**config.mk**
```make
export PLATFORM = sky130hd
export DESIGN_NAME = tlv_archive_parser_crc_check
export DESIGN_NICKNAME = d
export VERILOG_FILES = /design/src/rtl/tlvp_pkg.sv /design/src/rtl/tlv_archive_parser_crc_check.sv
export SDC_FILE = /design/constraint.sdc
export NUM_CORES = 1
export LEC_CHECK = 0
export BUFFER_PORTS_ARGS = -buffer_cell sky130_fd_sc_hd__buf_4
export CAP_MARGIN = 5
export CORE_ASPECT_RATIO = 1.2
export CORE_MARGIN = 2
export CORE_UTILIZATION = 45
export CTS_CLUSTER_DIAMETER = 100
export DETAILED_ROUTE_END_ITERATION = 8
export SETUP_SLACK_MARGIN = 0.4
export SYNTH_ARGS = -nofsm -noshare
export SYNTH_HDL_FRONTEND = slang
export SYNTH_SLANG_ARGS = --single-unit
```
**constraint.sdc**
```tcl
create_clock -name clk -period 8.6 [get_ports clk]
set_input_delay 1.72 -clock clk [delete_from_list [all_inputs] [get_ports clk]]
set_output_delay 1.72 -clock clk [all_outputs]
set_load 0.03 [all_outputs]
```
**src/rtl/tlvp_pkg.sv**
```systemverilog
// ----------------------------------------------------------------------------
// tlvp_pkg
// Shared types, codes and helper functions for the TLV archive parser.
// ----------------------------------------------------------------------------
`default_nettype none

package tlvp_pkg;

  localparam int unsigned ADDR_W = 3;
  localparam int unsigned DATA_W = 32;

  localparam logic [31:0] ARC_MAGIC  = 32'h5A5A_4B31;
  localparam logic [31:0] CRC_POLY   = 32'hEDB8_8320;
  localparam logic [31:0] ALL_ONES   = 32'hFFFF_FFFF;
  localparam logic [31:0] HDR_BYTES  = 32'd12;
  localparam logic [31:0] TYPE_TXT   = 32'h0000_0001;
  localparam logic [31:0] TYPE_BIN   = 32'h0000_0002;
  localparam logic [31:0] TYPE_PAD   = 32'hFFFF_FFFF;

  // register index decoded from paddr
  localparam logic REG_TARGET = 1'b0;

  // result kinds
  localparam logic [1:0] KIND_PAYLOAD = 2'd0;
  localparam logic [1:0] KIND_SUMMARY = 2'd1;
  localparam logic [1:0] KIND_FINAL   = 2'd2;

  // type classes
  localparam logic [1:0] CLASS_TEXT    = 2'd0;
  localparam logic [1:0] CLASS_BINARY  = 2'd1;
  localparam logic [1:0] CLASS_PADDING = 2'd2;
  localparam logic [1:0] CLASS_UNKNOWN = 2'd3;

  // final status codes
  localparam logic [2:0] ST_OK         = 3'd0;
  localparam logic [2:0] ST_BAD_MAGIC  = 3'd1;
  localparam logic [2:0] ST_BAD_SIZE   = 3'd2;
  localparam logic [2:0] ST_OVERRUN    = 3'd3;
  localparam logic [2:0] ST_TRUNCATED  = 3'd4;
  localparam logic [2:0] ST_NO_TARGET  = 3'd5;

  typedef enum logic [10:0] {
    PH_MAGIC     = 11'b000_0000_0001,
    PH_SIZE      = 11'b000_0000_0010,
    PH_RESV      = 11'b000_0000_0100,
    PH_TYPE      = 11'b000_0000_1000,
    PH_LEN       = 11'b000_0001_0000,
    PH_VALUE     = 11'b000_0010_0000,
    PH_CRC       = 11'b000_0100_0000,
    PH_DONE      = 11'b000_1000_0000,
    PH_ERR_MAGIC = 11'b001_0000_0000,
    PH_ERR_SIZE  = 11'b010_0000_0000,
    PH_ERR_OVR   = 11'b100_0000_0000
  } phase_t;

  typedef struct packed {
    logic [1:0]  kind;
    logic [7:0]  data_byte;
    logic [30:0] chunk_number;
    logic [31:0] chunk_kind;
    logic [1:0]  type_class;
    logic [31:0] value_len;
    logic        crc_ok;
    logic [2:0]  status;
  } result_t;

  // reflected crc-32, one byte, bit at a time
  function automatic logic [31:0] crc32_byte(input logic [31:0] crc, input logic [7:0] b);
    logic [31:0] c;
    c = crc ^ {24'd0, b};
    for (int k = 0; k < 8; k++) begin
      c = c[0] ? ((c >> 1) ^ CRC_POLY) : (c >> 1);
    end
    return c;
  endfunction

  function automatic logic [1:0] class_of(input logic [31:0] t);
    logic [1:0] cls;
    if (t == TYPE_TXT) begin
      cls = CLASS_TEXT;
    end else if (t == TYPE_BIN) begin
      cls = CLASS_BINARY;
    end else if (t == TYPE_PAD) begin
      cls = CLASS_PADDING;
    end else begin
      cls = CLASS_UNKNOWN;
    end
    return cls;
  endfunction

endpackage

`default_nettype wire

```
**src/rtl/tlv_archive_parser_crc_check.sv**
```systemverilog
// ----------------------------------------------------------------------------
// tlv_archive_parser_crc_check
// Byte-stream TLV archive parser with per-chunk CRC-32 check.
// ----------------------------------------------------------------------------
// Takes one archive byte per beat and handles each byte in the cycle it is
// accepted, so the sustained rate is one beat per clock while in_stall is
// low. The header check, chunk parsing and the byte-wide CRC-32 update all
// sit between the parser state registers and a two-entry output stage (output
// register plus skid register). in_stall rises only when both output entries
// hold a result, i.e. after the consumer has stalled for more than one
// result. Payload bytes of the chunk chosen by target_chunk, one summary per
// chunk and one final status per end-of-stream beat come out in stream order.
// After the final status the parser is back in its reset state and a new
// archive may follow. target_chunk is written through the APB port at address 0.
`default_nettype none

module tlv_archive_parser_crc_check
  import tlvp_pkg::*;
(
  input  wire logic              clk,
  input  wire logic              rst,
  // configuration
  input  wire logic              psel,
  input  wire logic              penable,
  input  wire logic              pwrite,
  input  wire logic [ADDR_W-1:0] paddr,
  input  wire logic [DATA_W-1:0] pwdata,
  output logic      [DATA_W-1:0] prdata,
  output logic                   pready,
  // input beats
  input  wire logic              in_valid,
  output logic                   in_stall,
  input  wire logic [7:0]        byte_value,
  input  wire logic              stream_end,
  // result beats
  output logic                   out_valid,
  input  wire logic              out_stall,
  output logic      [1:0]        kind,
  output logic      [7:0]        data_byte,
  output logic      [30:0]       chunk_number,
  output logic      [31:0]       chunk_kind,
  output logic      [1:0]        type_class,
  output logic      [31:0]       value_len,
  output logic                   crc_ok,
  output logic      [2:0]        status
);

  // configuration register
  logic [30:0] target_chunk;

  // parser state
  phase_t      phase,        phase_next;
  logic [1:0]  field_cnt,    field_cnt_next;
  logic [31:0] word_shift,   word_shift_next;
  logic [31:0] region_left,  region_left_next;
  logic [31:0] current_type, current_type_next;
  logic [31:0] current_len,  current_len_next;
  logic [31:0] payload_left, payload_left_next;
  logic [31:0] running_crc,  running_crc_next;
  logic [30:0] chunks_seen,  chunks_seen_next;
  logic        target_seen,  target_seen_next;

  // output stage
  logic        skid_valid;
  result_t     out_res;
  result_t     skid_res;
  result_t     res;
  logic        res_fire;

  logic        in_take;
  logic        out_take;
  logic        cfg_write;

  logic [31:0] word_full;
  logic        word_last;
  logic [31:0] crc_upd;
  logic [33:0] len_fit;
  logic [30:0] count_inc;
  logic        is_target;

  assign pready    = 1'b1;
  assign cfg_write = psel && penable && pwrite && pready;
  assign prdata    = (paddr[2] == REG_TARGET) ? {1'b0, target_chunk} : '0;

  always_ff @(posedge clk) begin
    if (rst) begin
      target_chunk <= '0;
    end else if (cfg_write && paddr[2] == REG_TARGET) begin
      target_chunk <= pwdata[30:0];
    end
  end

  assign in_stall = skid_valid;
  assign in_take  = in_valid && !in_stall;
  assign out_take = out_valid && !out_stall;

  assign word_full  = {word_shift[23:0], byte_value};
  assign word_last  = (field_cnt == 2'd3);
  assign crc_upd    = crc32_byte(running_crc, byte_value);
  // negative when the chunk's header, value and crc do not fit in the region
  assign len_fit    = {2'b0, region_left} - ({2'b0, word_full} + 34'(HDR_BYTES));
  assign count_inc  = chunks_seen + 31'd1;
  assign is_target  = (target_chunk != '0) && (chunks_seen == target_chunk);

  always_comb begin
    phase_next        = phase;
    field_cnt_next    = field_cnt;
    word_shift_next   = word_shift;
    region_left_next  = region_left;
    current_type_next = current_type;
    current_len_next  = current_len;
    payload_left_next = payload_left;
    running_crc_next  = running_crc;
    chunks_seen_next  = chunks_seen;
    target_seen_next  = target_seen;
    res               = '0;
    res_fire          = 1'b0;

    if (stream_end) begin
      res_fire          = 1'b1;
      res.kind          = KIND_FINAL;
      res.chunk_number  = chunks_seen;
      case (phase)
        PH_MAGIC, PH_ERR_MAGIC: res.status = ST_BAD_MAGIC;
        PH_ERR_SIZE:            res.status = ST_BAD_SIZE;
        PH_ERR_OVR:             res.status = ST_OVERRUN;
        PH_TYPE, PH_DONE: begin
          res.status = (target_chunk != '0 && !target_seen) ? ST_NO_TARGET : ST_OK;
        end
        default:                res.status = ST_TRUNCATED;
      endcase
      phase_next        = PH_MAGIC;
      field_cnt_next    = '0;
      word_shift_next   = '0;
      region_left_next  = '0;
      current_type_next = '0;
      current_len_next  = '0;
      payload_left_next = '0;
      running_crc_next  = ALL_ONES;
      chunks_seen_next  = '0;
      target_seen_next  = 1'b0;
    end else begin
      case (phase)
        PH_MAGIC: begin
          word_shift_next = word_full;
          field_cnt_next  = field_cnt + 2'd1;
          if (word_last) begin
            phase_next = (word_full == ARC_MAGIC) ? PH_SIZE : PH_ERR_MAGIC;
          end
        end
        PH_SIZE: begin
          word_shift_next = word_full;
          field_cnt_next  = field_cnt + 2'd1;
          if (word_last) begin
            region_left_next = word_full;
            phase_next       = PH_RESV;
          end
        end
        PH_RESV: begin
          word_shift_next = word_full;
          field_cnt_next  = field_cnt + 2'd1;
          if (word_last) begin
            if (region_left < HDR_BYTES) begin
              phase_next = PH_ERR_SIZE;
            end else begin
              region_left_next = region_left - HDR_BYTES;
              running_crc_next = ALL_ONES;
              phase_next = ((region_left - HDR_BYTES) < 32'd8) ? PH_DONE : PH_TYPE;
            end
          end
        end
        PH_TYPE: begin
          running_crc_next = crc_upd;
          word_shift_next  = word_full;
          field_cnt_next   = field_cnt + 2'd1;
          if (word_last) begin
            current_type_next = word_full;
            phase_next        = PH_LEN;
          end
        end
        PH_LEN: begin
          running_crc_next = crc_upd;
          word_shift_next  = word_full;
          field_cnt_next   = field_cnt + 2'd1;
          if (word_last) begin
            current_len_next = word_full;
            if (len_fit[33]) begin
              phase_next = PH_ERR_OVR;
            end else begin
              // region left after this chunk's header, value and crc
              region_left_next  = len_fit[31:0];
              chunks_seen_next  = count_inc;
              if (target_chunk != '0 && count_inc == target_chunk) begin
                target_seen_next = 1'b1;
              end
              payload_left_next = word_full;
              phase_next        = (word_full != '0) ? PH_VALUE : PH_CRC;
            end
          end
        end
        PH_VALUE: begin
          running_crc_next  = crc_upd;
          payload_left_next = payload_left - 32'd1;
          if (payload_left == 32'd1) begin
            phase_next = PH_CRC;
          end
          if (is_target) begin
            res_fire         = 1'b1;
            res.kind         = KIND_PAYLOAD;
            res.data_byte    = byte_value;
            res.chunk_number = chunks_seen;
            res.chunk_kind   = current_type;
            res.type_class   = class_of(current_type);
            res.value_len    = current_len;
          end
        end
        PH_CRC: begin
          word_shift_next = word_full;
          field_cnt_next  = field_cnt + 2'd1;
          if (word_last) begin
            res_fire         = 1'b1;
            res.kind         = KIND_SUMMARY;
            res.chunk_number = chunks_seen;
            res.chunk_kind   = current_type;
            res.type_class   = class_of(current_type);
            res.value_len    = current_len;
            res.crc_ok       = (word_full == ~running_crc);
            running_crc_next = ALL_ONES;
            phase_next       = (region_left < 32'd8) ? PH_DONE : PH_TYPE;
          end
        end
        default: begin
          // done or error: bytes are ignored until end of stream
        end
      endcase
    end
  end

  always_ff @(posedge clk) begin
    if (rst) begin
      phase        <= PH_MAGIC;
      field_cnt    <= '0;
      word_shift   <= '0;
      region_left  <= '0;
      current_type <= '0;
      current_len  <= '0;
      payload_left <= '0;
      running_crc  <= ALL_ONES;
      chunks_seen  <= '0;
      target_seen  <= 1'b0;
    end else if (in_take) begin
      phase        <= phase_next;
      field_cnt    <= field_cnt_next;
      word_shift   <= word_shift_next;
      region_left  <= region_left_next;
      current_type <= current_type_next;
      current_len  <= current_len_next;
      payload_left <= payload_left_next;
      running_crc  <= running_crc_next;
      chunks_seen  <= chunks_seen_next;
      target_seen  <= target_seen_next;
    end
  end

  // output register plus skid register
  always_ff @(posedge clk) begin
    if (rst) begin
      out_valid  <= 1'b0;
      skid_valid <= 1'b0;
    end else if (!out_valid || out_take) begin
      if (skid_valid) begin
        out_valid  <= 1'b1;
        skid_valid <= 1'b0;
      end else begin
        out_valid  <= in_take && res_fire;
      end
    end else if (in_take && res_fire) begin
      skid_valid <= 1'b1;
    end
  end

  always_ff @(posedge clk) begin
    if (!out_valid || out_take) begin
      if (skid_valid) begin
        out_res <= skid_res;
      end else if (in_take && res_fire) begin
        out_res <= res;
      end
    end else if (in_take && res_fire) begin
      skid_res <= res;
    end
  end

  assign kind         = out_res.kind;
  assign data_byte    = out_res.data_byte;
  assign chunk_number = out_res.chunk_number;
  assign chunk_kind   = out_res.chunk_kind;
  assign type_class   = out_res.type_class;
  assign value_len    = out_res.value_len;
  assign crc_ok       = out_res.crc_ok;
  assign status       = out_res.status;

endmodule

`default_nettype wire
```
======== Yosys cells after proc, flatten, opt, wreduce, memory -nomap -nowiden ========
Index checks and enable logic that the tools add are counted.
storage, ports and cells
  register bits after elaboration ......... 484
  output and inout port bits .............. 146
cells by class
  add/sub/neg operators ................... 6
  magnitude comparators ................... 3
  equality and inequality tests ........... 30
  muxes and demuxes ....................... 81
  bitwise gates (word level) .............. 12
  reductions and logical operators ........ 42
operators by type and width
  operator                                                                       count
  32-bit 2-to-1 mux                                                              25
  111-bit 2-to-1 mux                                                             2
  97-bit case mux with 2 select lines                                            1
  32-bit case mux with 3 select lines                                            2
  31-bit 2-to-1 mux                                                              6
  13-bit inverter with 14-bit output                                             8
  105-bit 2-to-1 mux                                                             1
  11-bit 2-to-1 mux                                                              9
  98-bit 2-to-1 mux                                                              1
  32-bit by 4-bit less-than comparator with 1-bit output, second input constant  3
  11-bit case mux with 7 select lines                                            1
  67-bit 2-to-1 mux                                                              1
  32-bit by 1-bit equality test with 1-bit output, second input constant         2
  32-bit case mux with 2 select lines                                            1
  31-bit equality test                                                           2
  24-bit 2-to-1 mux                                                              2
  32-bit by 33-bit subtractor with 34-bit output                                 1
  32-bit by 4-bit adder with 33-bit output, second input constant                1
  32-bit by 2-bit equality test with 1-bit output, second input constant         1
  32-bit by 31-bit equality test with 1-bit output, second input constant        1
  32-bit equality test                                                           1
  32-bit equality test, second input constant                                    1
  8-bit 2-to-1 mux                                                               4
  32-bit inverter                                                                1
  46 further kinds                                                               96

======== Depth between registers and ports, before layout ========
Gate-level depths: netlist of run 1.
  depth after elaboration ................. 19
  mapped depth ............................ 17

======== Least setup slack after synthesis of run 1 ========
Ideal clock, no wire load.
  path type ............................... input -> register
  from .................................... input stream_end
  to ...................................... register out_res (netlist bit chunk_kind[0]), enable pin
  library setup time ...................... 0.617 ns
  arrival time ............................ 8.031 ns
  slack ................................... -0.049 ns
  cell stages on the path ................. 6
  cell sequence ........................... buf_2 clkinv_1 nand3_1 clkbuf_1 a21oi_1 a21oi_1
between the ends
  longest elaborated chain between the ends .. 4
RTL lines
  element                        line                                 source
  from (decl)                    tlv_archive_parser_crc_check.sv:34   input wire logic stream_end,
  1-bit 2-to-1 mux               tlv_archive_parser_crc_check.sv:119  if (stream_end) begin
  1-bit logical AND              tlv_archive_parser_crc_check.sv:286  end else if (in_take && res_fire) begin
  2-bit nonzero test (no line)   --
  2-bit AND reduction (no line)  --
  to (signal assigned)           tlv_archive_parser_crc_check.sv:285  out_res <= skid_res;
  to (signal assigned)           tlv_archive_parser_crc_check.sv:287  out_res <= res;
  to (decl)                      tlv_archive_parser_crc_check.sv:65   result_t out_res;
No other way between the ends.
A chain may end at the register's enable or synchronous reset.

======== Worst setup path in the final report of run 1 ========
  from .................................... input byte_value[1]
  to ...................................... register payload_left[31]
between the ends
  longest elaborated chain between the ends .. 4
RTL lines
  element                                         line                                 source
  from (decl)                                     tlv_archive_parser_crc_check.sv:33   input wire logic [7:0] byte_value,
  32-bit by 4-bit adder with 33-bit output        tlv_archive_parser_crc_check.sv:101  assign len_fit = {2'b0, region_left} - ({2'b0, word_full} + 34'(HDR_BYTES));
  32-bit by 33-bit subtractor with 34-bit output  tlv_archive_parser_crc_check.sv:101
  3-bit inequality test (no line)                 --
  4-bit AND reduction (no line)                   --
  to (signal assigned)                            tlv_archive_parser_crc_check.sv:258  payload_left <= payload_left_next;
  to (decl)                                       tlv_archive_parser_crc_check.sv:58   logic [31:0] payload_left, payload_left_next;
No other way between the ends.

==> results.py, run 1 <==
metrics = {
    "synth": {
        "async_flop_share_pct": 0,
        "ys_ff_latch": 484,
        "yosysWarnings": 0,
        "synth_cell_types": 86,
        "syn_area_per_cell_um2": 9.271,
        "synth_enable_flop_cells": 222,
        "syn_inst": 2812,
        "synth.cell_area_um2": 26070,
        "synth-seq-area-share_pct": 45.69,
        "synth_ff_type": "dfxtp_1",
        "syn_nets": 2935,
    },
    "run": {
        "drv_cap": 0,
    },
    "placed_design": {
        "hpwl_mm": 54.93,
        "place_congestion": 0.9248,
        "numPortBuffers": 191,
        "post-place-cells": 3585,
        "place_area_um2": 28060,
    },
    "floorplanning": {
        "start_util_pct": 45.50,
        "dieWidth_um": 223.7,
        "die-area_um2": 59880,
        "core_area_um2": 57300,
        "die_y_um": 267.7,
        "io_pins": 197,
        "rows": 96,
    },
    "setup_path": {
        "path_class": "in2reg",
        "max_stage_delay_ps": 970,
        "r2r_end": "skid_res[96]",
        "crit_buf_inv": 4,
        "crit_cells": 16,
        "crit_top_cell": "a21oi_1",
        "crit_arrival_ps": 5840,
        "startpoint_type": "input port",
        "r2r_setup_slack_ps": 3800,
        "critPathRequiredTime_ps": 9150,
        "crit_path_max_fanout": 13,
        "startpoint": "byte_value[1]",
        "reg2reg_from": "phase[3]",
        "crit_slowest_cell": "a21oi_1",
        "endpoint": "payload_left[31]",
        "reg2reg_depth": 10,
        "worstPathCellList": "buf_4 > inv_1 > ha_1 > ha_1 > inv_1 > fa_1 > nand2b_1 > a21oi_1 > o21ai_1 > a21oi_1 > nor4_1 > o31ai_1 > buf_4 > a21oi_1 > a22oi_1 > nor2_1",
        "path_delay_family": "compound AO/OA/AOI/OAI gates",
        "cp-end-kind": "flop",
    },
    "routing": {
        "drtPass1Iterations": 6,
        "m1WireLength_mm": 33.21,
        "drt_wl_total_mm": 78.31,
        "wl_met2_mm": 37.37,
        "antenna_left": 0,
        "first_iter_violations": 1791,
        "wl_met3_mm": 4.518,
        "highest_layer": "met5",
        "viasPerCell": 5.856,
        "wl_per_cell_um": 21.27,
        "drc_errors": 0,
        "vias": 21560,
    },
    "clock_network": {
        "cts_num_sinks": 484,
        "clock_path_buffers": 3,
        "ctsHoldBuffers": 0,
        "cts_root_buffer": "clkbuf_16",
        "cts_tree": "done",
        "cts_inserted_buffers": 51,
        "cts_setup_buffers": 0,
        "clock_latency_ps": 620,
        "path_clk_slew_ps": 60,
        "cts_resized": 0,
        "htree_levels": 2,
    },
    "power_and_ir_drop": {
        "ir_worst_vdd_v": 0.0001485,
        "power_density_nw_per_um2": 177.4,
        "p_leak_uw": 0.01134,
    },
    "sta": {
        "min_period_over_period_pct": 61.53,
        "skew_ps": 29.76,
        "tightestPinTransition_ps": 1269,
        "setup_tns_ps": 0,
        "holdWs_ps": 450.2,
        "slew_viol_final": 0,
        "relSlewSlack_pct": 14.63,
        "setup_violations": 0,
        "hold_viol": 0,
        "fmax_mhz": 189.0,
        "period_needed_ps": 5291,
        "rsz0062_at_grt": "no",
    },
    "global_routing": {
        "grt_pass1_wl_mm": 121.1,
        "grt_usage_pct": 25.81,
        "grt_pass1_vias": 20820,
        "overflow": 0,
        "grt_start_max_net_pins": 112,
        "antenna_found_initial": 2,
    },
    "hold_path": {
        "hold_path.class": "reg2reg",
    },
    "finish": {
        "nNetsFinal": 3027,
        "final_core_util_pct": 51.95,
        "fillers": 5243,
        "diodes": 0,
        "final_cells": 3681,
        "area_growth_pct": 14.16,
        "fin_area_um2": 29760,
        "layout-drive-gt1-share_pct": 15.51,
    },
    "run_status": {
        "status": "finished clean",
    },
}
synth_stat cells (25+ instances only):
master | n | area, µm²
a21oi_1 | 221 | 1106
a22oi_1 | 40 | 300.3
edfxtp_1 | 222 | 6666
o31ai_1 | 29 | 217.7
nor2b_1 | 81 | 506.7
nor2_1 | 187 | 701.9
o21bai_1 | 33 | 247.7
xor2_1 | 54 | 473.0
nand3_1 | 48 | 240.2
xnor2_1 | 162 | 1419
dfxtp_1 | 262 | 5245
clkbuf_1 | 160 | 600.6
inv_1 | 110 | 412.9
o21ai_0 | 92 | 460.4
nand2_1 | 314 | 1179
mux2_2 | 108 | 1216
or3_1 | 25 | 156.4
and2_1 | 102 | 638.1
nor3_1 | 77 | 385.4
nand4_1 | 51 | 319.1
nor4_1 | 52 | 325.3
ha_1 | 71 | 888.4
state kept, by name, indices dropped and copies added (netlist names), 24 cells and up:
| signal | count |
|---|---|
| chunk_kind | 32 |
| skid_res | 111 |
| current_type | 32 |
| region_left | 32 |
| chunk_number | 31 |
| value_len | 32 |
| target_chunk | 31 |
| word_shift | 24 |
| running_crc | 32 |
| current_len | 32 |
| payload_left | 32 |
| chunks_seen | 31 |
worst reg2reg max path: stages (launching register included):
cell,delay (ps)
dfxtp_1,380
nor3_1,530
and2_1,380
and4_1,230
buf_4,280
nand4_1,610
nand3_1,280
buf_4,310
nand2_1,140
nor2_4,760
buf_12,440
through the flow:
step / total power (µW) / setup slack (ps)
final: 5281 / 3309
after global routing: 5463 / 3176
after CTS: 5327 / 3411
after detailed placement: 3103 / 2776
after global placement: 3095 / 2848
after floorplan: 2913 / 772.9
how the worst min path moves through the flow:
| stage | start | to | cells past startpoint |
|---|---|---|---|
| final | current_len[4] | current_len[4] | 2 |
| after global routing | current_len[6] | current_len[6] | 2 |
| after CTS | current_len[1] | current_len[1] | 2 |
| after detailed placement | current_len[1] | current_len[1] | 2 |
| after global placement | current_len[1] | current_len[1] | 2 |
| after floorplan | current_len[10] | current_len[10] | 2 |
logic make-up (layout without fill, tap and decap cells):
family | count (synthesis) | in the layout | share of synthesized area, %
simple gates | 1042 | 1042 | 20.28
compound gates | 576 | 576 | 13.82
flops | 484 | 484 | 45.69
buf+inv | 309 | 443 | 4.665
xor+xnor | 216 | 216 | 7.256
mux | 111 | 111 | 4.780
fa+ha+maj | 72 | 72 | 3.484
other cells | 2 | 2 | 0.02881
final cells by class:
class / instances / area, µm² / share of cell area [%]
inverters: 111 / 416.7 / 1.400
clock inverters: 30 / 324.1 / 1.089
flip-flops and latches: 484 / 11920 / 40.03
clock buffers: 65 / 1360 / 4.570
repair buffers: 237 / 1821 / 6.117
well taps: 735 / 919.6 / 3.090
multi-input cells: 2019 / 13010 / 43.70
cell usage in the layout, fill, tap and decap left out, types with 16 or more instances in the layout:
cell type and count:
xor2_1 54, dfxtp_1 261, nor2b_1 81, mux2_2 108, or4_1 19, xnor2_1 162
nand3_1 48, or3_1 25, nor2_1 184, a31oi_1 21, o21ai_0 92, o21bai_1 33
o31ai_1 28, nor3_1 77, nand2_1 314, edfxtp_1 222, ha_1 71, clkbuf_16 51
nand4_1 51, buf_4 233, and2_1 102, a21oi_1 219, inv_1 110, a22oi_1 40
nor4_1 52, and3_1 16
report_power, final:
part / total, µW / switching (µW) / internal [µW]
clock network: 2220 / 969 / 1250
logic: 599 / 391 / 208
registers: 2460 / 27.5 / 2430
total: 5280 / 1390 / 3890
routing by layer:
metal | vias up | global-route usage (%)
met2 | 753 | 43.40
met5 | - | 0
li1 | 10160 | -
met4 | 2 | 10.47
met3 | 184 | 3.214
met1 | 10460 | 33.75
Power figures use the tool's default switching activity.
==> run 2: changes to the inputs <==
Clock period 8.6 ns to 4.68 ns, I/O delays scaled along.
==> run 2 against run 1 <==
- cell count up 1.5%
- critical endpoint is now target_seen
- register-to-register slack lost 3100 ps
- highest routed layer is now met4
- first-iteration DRC count grew 9.5%
- critical path type is now reg2reg
- clock-buffer cell count decreased by 2
==> results.py, run 2 (same netlist as run 1, synthesis figures left out) <==
metrics = {
    "clock_network": {
        "cts_resized": 0,
        "cts_setup_buffers": 0,
        "ctsHoldBuffers": 0,
        "cts_tree": "done",
        "path_clk_slew_ps": 60,
        "cts_num_sinks": 484,
        "clock_path_buffers": 3,
        "cts_root_buffer": "clkbuf_16",
        "htree_levels": 2,
        "clock_latency_ps": 620,
        "cts_inserted_buffers": 51,
    },
    "finish": {
        "most-common-layout-cells": "314 x nand2_1, 282 x buf_4, 261 x dfxtp_1",
        "largest_register_ffs": 111,
        "regMostFlops": "skid_res",
        "fin_area_um2": 30160,
        "layout-drive-gt1-share_pct": 16.98,
        "final_core_util_pct": 52.64,
        "nNetsFinal": 3079,
        "fillers": 5223,
        "final_common_cell": "nand2_1",
        "area_growth_pct": 15.69,
    },
    "run_status": {
        "status": "finished clean",
    },
    "setup_path": {
        "cp-end-kind": "flop",
        "startpoint_type": "flop",
        "max_stage_delay_ps": 770,
        "worstPathCellList": "nor2b_1 > a21oi_2 > nand4_1 > or4_1 > nor4_1 > o2111ai_1 > or4_1 > nor4_1 > a22o_1",
        "crit_slowest_cell": "dfxtp_4",
        "reg2reg_from": "in_stall",
        "reg2reg_depth": 9,
        "r2r_end": "target_seen",
        "path_class": "reg2reg",
        "crit_path_max_fanout": 52,
        "r2r_setup_slack_ps": 720,
        "critPathRequiredTime_ps": 5240,
        "crit_arrival_ps": 4510,
    },
    "hold_path": {
        "holdCritStartpoint": "current_len[19]",
        "hold_path_depth": 2,
        "hold_path.class": "reg2reg",
        "holdPathEnd": "current_len[19]",
    },
    "floorplanning": {
        "rows": 96,
        "io_pins": 197,
        "core_area_um2": 57300,
        "die_y_um": 267.7,
        "start_util_pct": 45.50,
        "dieWidth_um": 223.7,
        "die-area_um2": 59880,
    },
    "placed_design": {
        "place_congestion": 1.015,
        "hpwl_mm": 59.65,
        "numPortBuffers": 191,
        "place_area_um2": 28500,
    },
    "routing": {
        "wl_per_cell_um": 22.25,
        "antenna_left": 0,
        "drtPass1Iterations": 6,
        "vias": 21940,
        "viasPerCell": 5.871,
        "drc_errors": 0,
        "first_iter_violations": 1961,
        "drt_wl_total_mm": 83.14,
    },
    "power_and_ir_drop": {
        "seq_power_share_pct": 46.7,
        "power_switching_uw": 2569,
        "p_leak_uw": 0.01152,
        "total_power_uw": 9702,
        "internal_power_uw": 7133,
        "ir_worst_vdd_v": 0.0003010,
        "clkPwrFrac_pct": 41.3,
        "swShare_pct": 26.48,
        "power_frac_comb_pct": 12.1,
        "power_density_nw_per_um2": 321.7,
    },
    "sta": {
        "tightestPinTransition_ps": 1206,
        "setup_tns_ps": 0,
        "min_period_over_period_pct": 84.57,
        "setup_violations": 0,
        "skew_ps": 36.75,
        "period_needed_ps": 3958,
        "rsz0062_at_grt": "no",
        "hold_viol": 0,
        "holdWs_ps": 452.1,
        "fmax_mhz": 252.6,
        "relSlewSlack_pct": 19.52,
        "slew_viol_final": 0,
    },
    "global_routing": {
        "grt_usage_pct": 27.22,
        "overflow": 0,
        "grt_start_max_net_pins": 112,
        "grt_pass1_wl_mm": 125.7,
        "antenna_found_initial": 2,
        "grt_pass1_vias": 20910,
    },
    "run": {
        "drv_cap": 0,
    },
}
==> run 2: cell types whose count changed in the layout (fill, tap and decap cells not counted), sizes merged <==
cell | previous run | this run
clkbuf | 65 | 63
clkinv | 23 | 26
diode | 0 | 3
buf | 237 | 289
bufinv | 4 | 3
==> run 2: power by group through the flow <==
stage,registers [µW],logic (µW),clock network (µW)
floorplan,4670,683,0
global placement,4620,1140,0
detailed placement,4620,1150,0
CTS,4530,1160,4070
global route,4530,1250,4230
finish,4530,1170,4000
==> run 2: through the flow <==
stage / setup slack, ps / std cells
after global routing: 488.4 / 3733
after floorplan: 456.9 / 2812
final: 721.9 / 3736
after detailed placement: -0.8917 / 3637
after global placement: 80.27 / 3637
after CTS: 572.4 / 3732
==> run 2: per-layer routing <==
layer / share of wire [%] / global-route usage, % / vias up
met5: 0 / 0 / -
met1: 41 / 34.62 / 10600
met4: 5.7 / 14.52 / 0
met2: 46 / 44.49 / 832
li1: - / - / 10290
met3: 7.1 / 4.498 / 221
==> run 2: critical path: cells and delay by family (launching register included) <==
family             cells  cell delay (ps)
DFF                    1              770
and+or+nand+nor        6             2420
AOI/OAI and AO/OA      3              660
==> run 2: cell type report <==
| type | count | area (µm²) | share of cell area, % |
|---|---|---|---|
| diodes | 3 | 7.507 | 0.02489 |
| clock buffers | 63 | 1351 | 4.480 |
| clock inverters | 32 | 294.0 | 0.9749 |
| inverters | 111 | 416.7 | 1.381 |
| multi-input cells | 2019 | 13020 | 43.16 |
| flip-flops and latches | 484 | 11920 | 39.50 |
| well taps | 735 | 919.6 | 3.049 |
| repair buffers | 289 | 2240 | 7.426 |
==> run 2: how the worst max path moves through the flow <==
stage,cells after the start,endpoint,start
finish,9,target_seen,in_stall
CTS,13,payload_left[3],region_left[26]
global placement,16,payload_left[23],byte_value[1]
detailed placement,16,payload_left[23],byte_value[1]
floorplan,9,chunk_kind[0],chunks_seen[19]
global route,9,target_seen,chunks_seen[6]
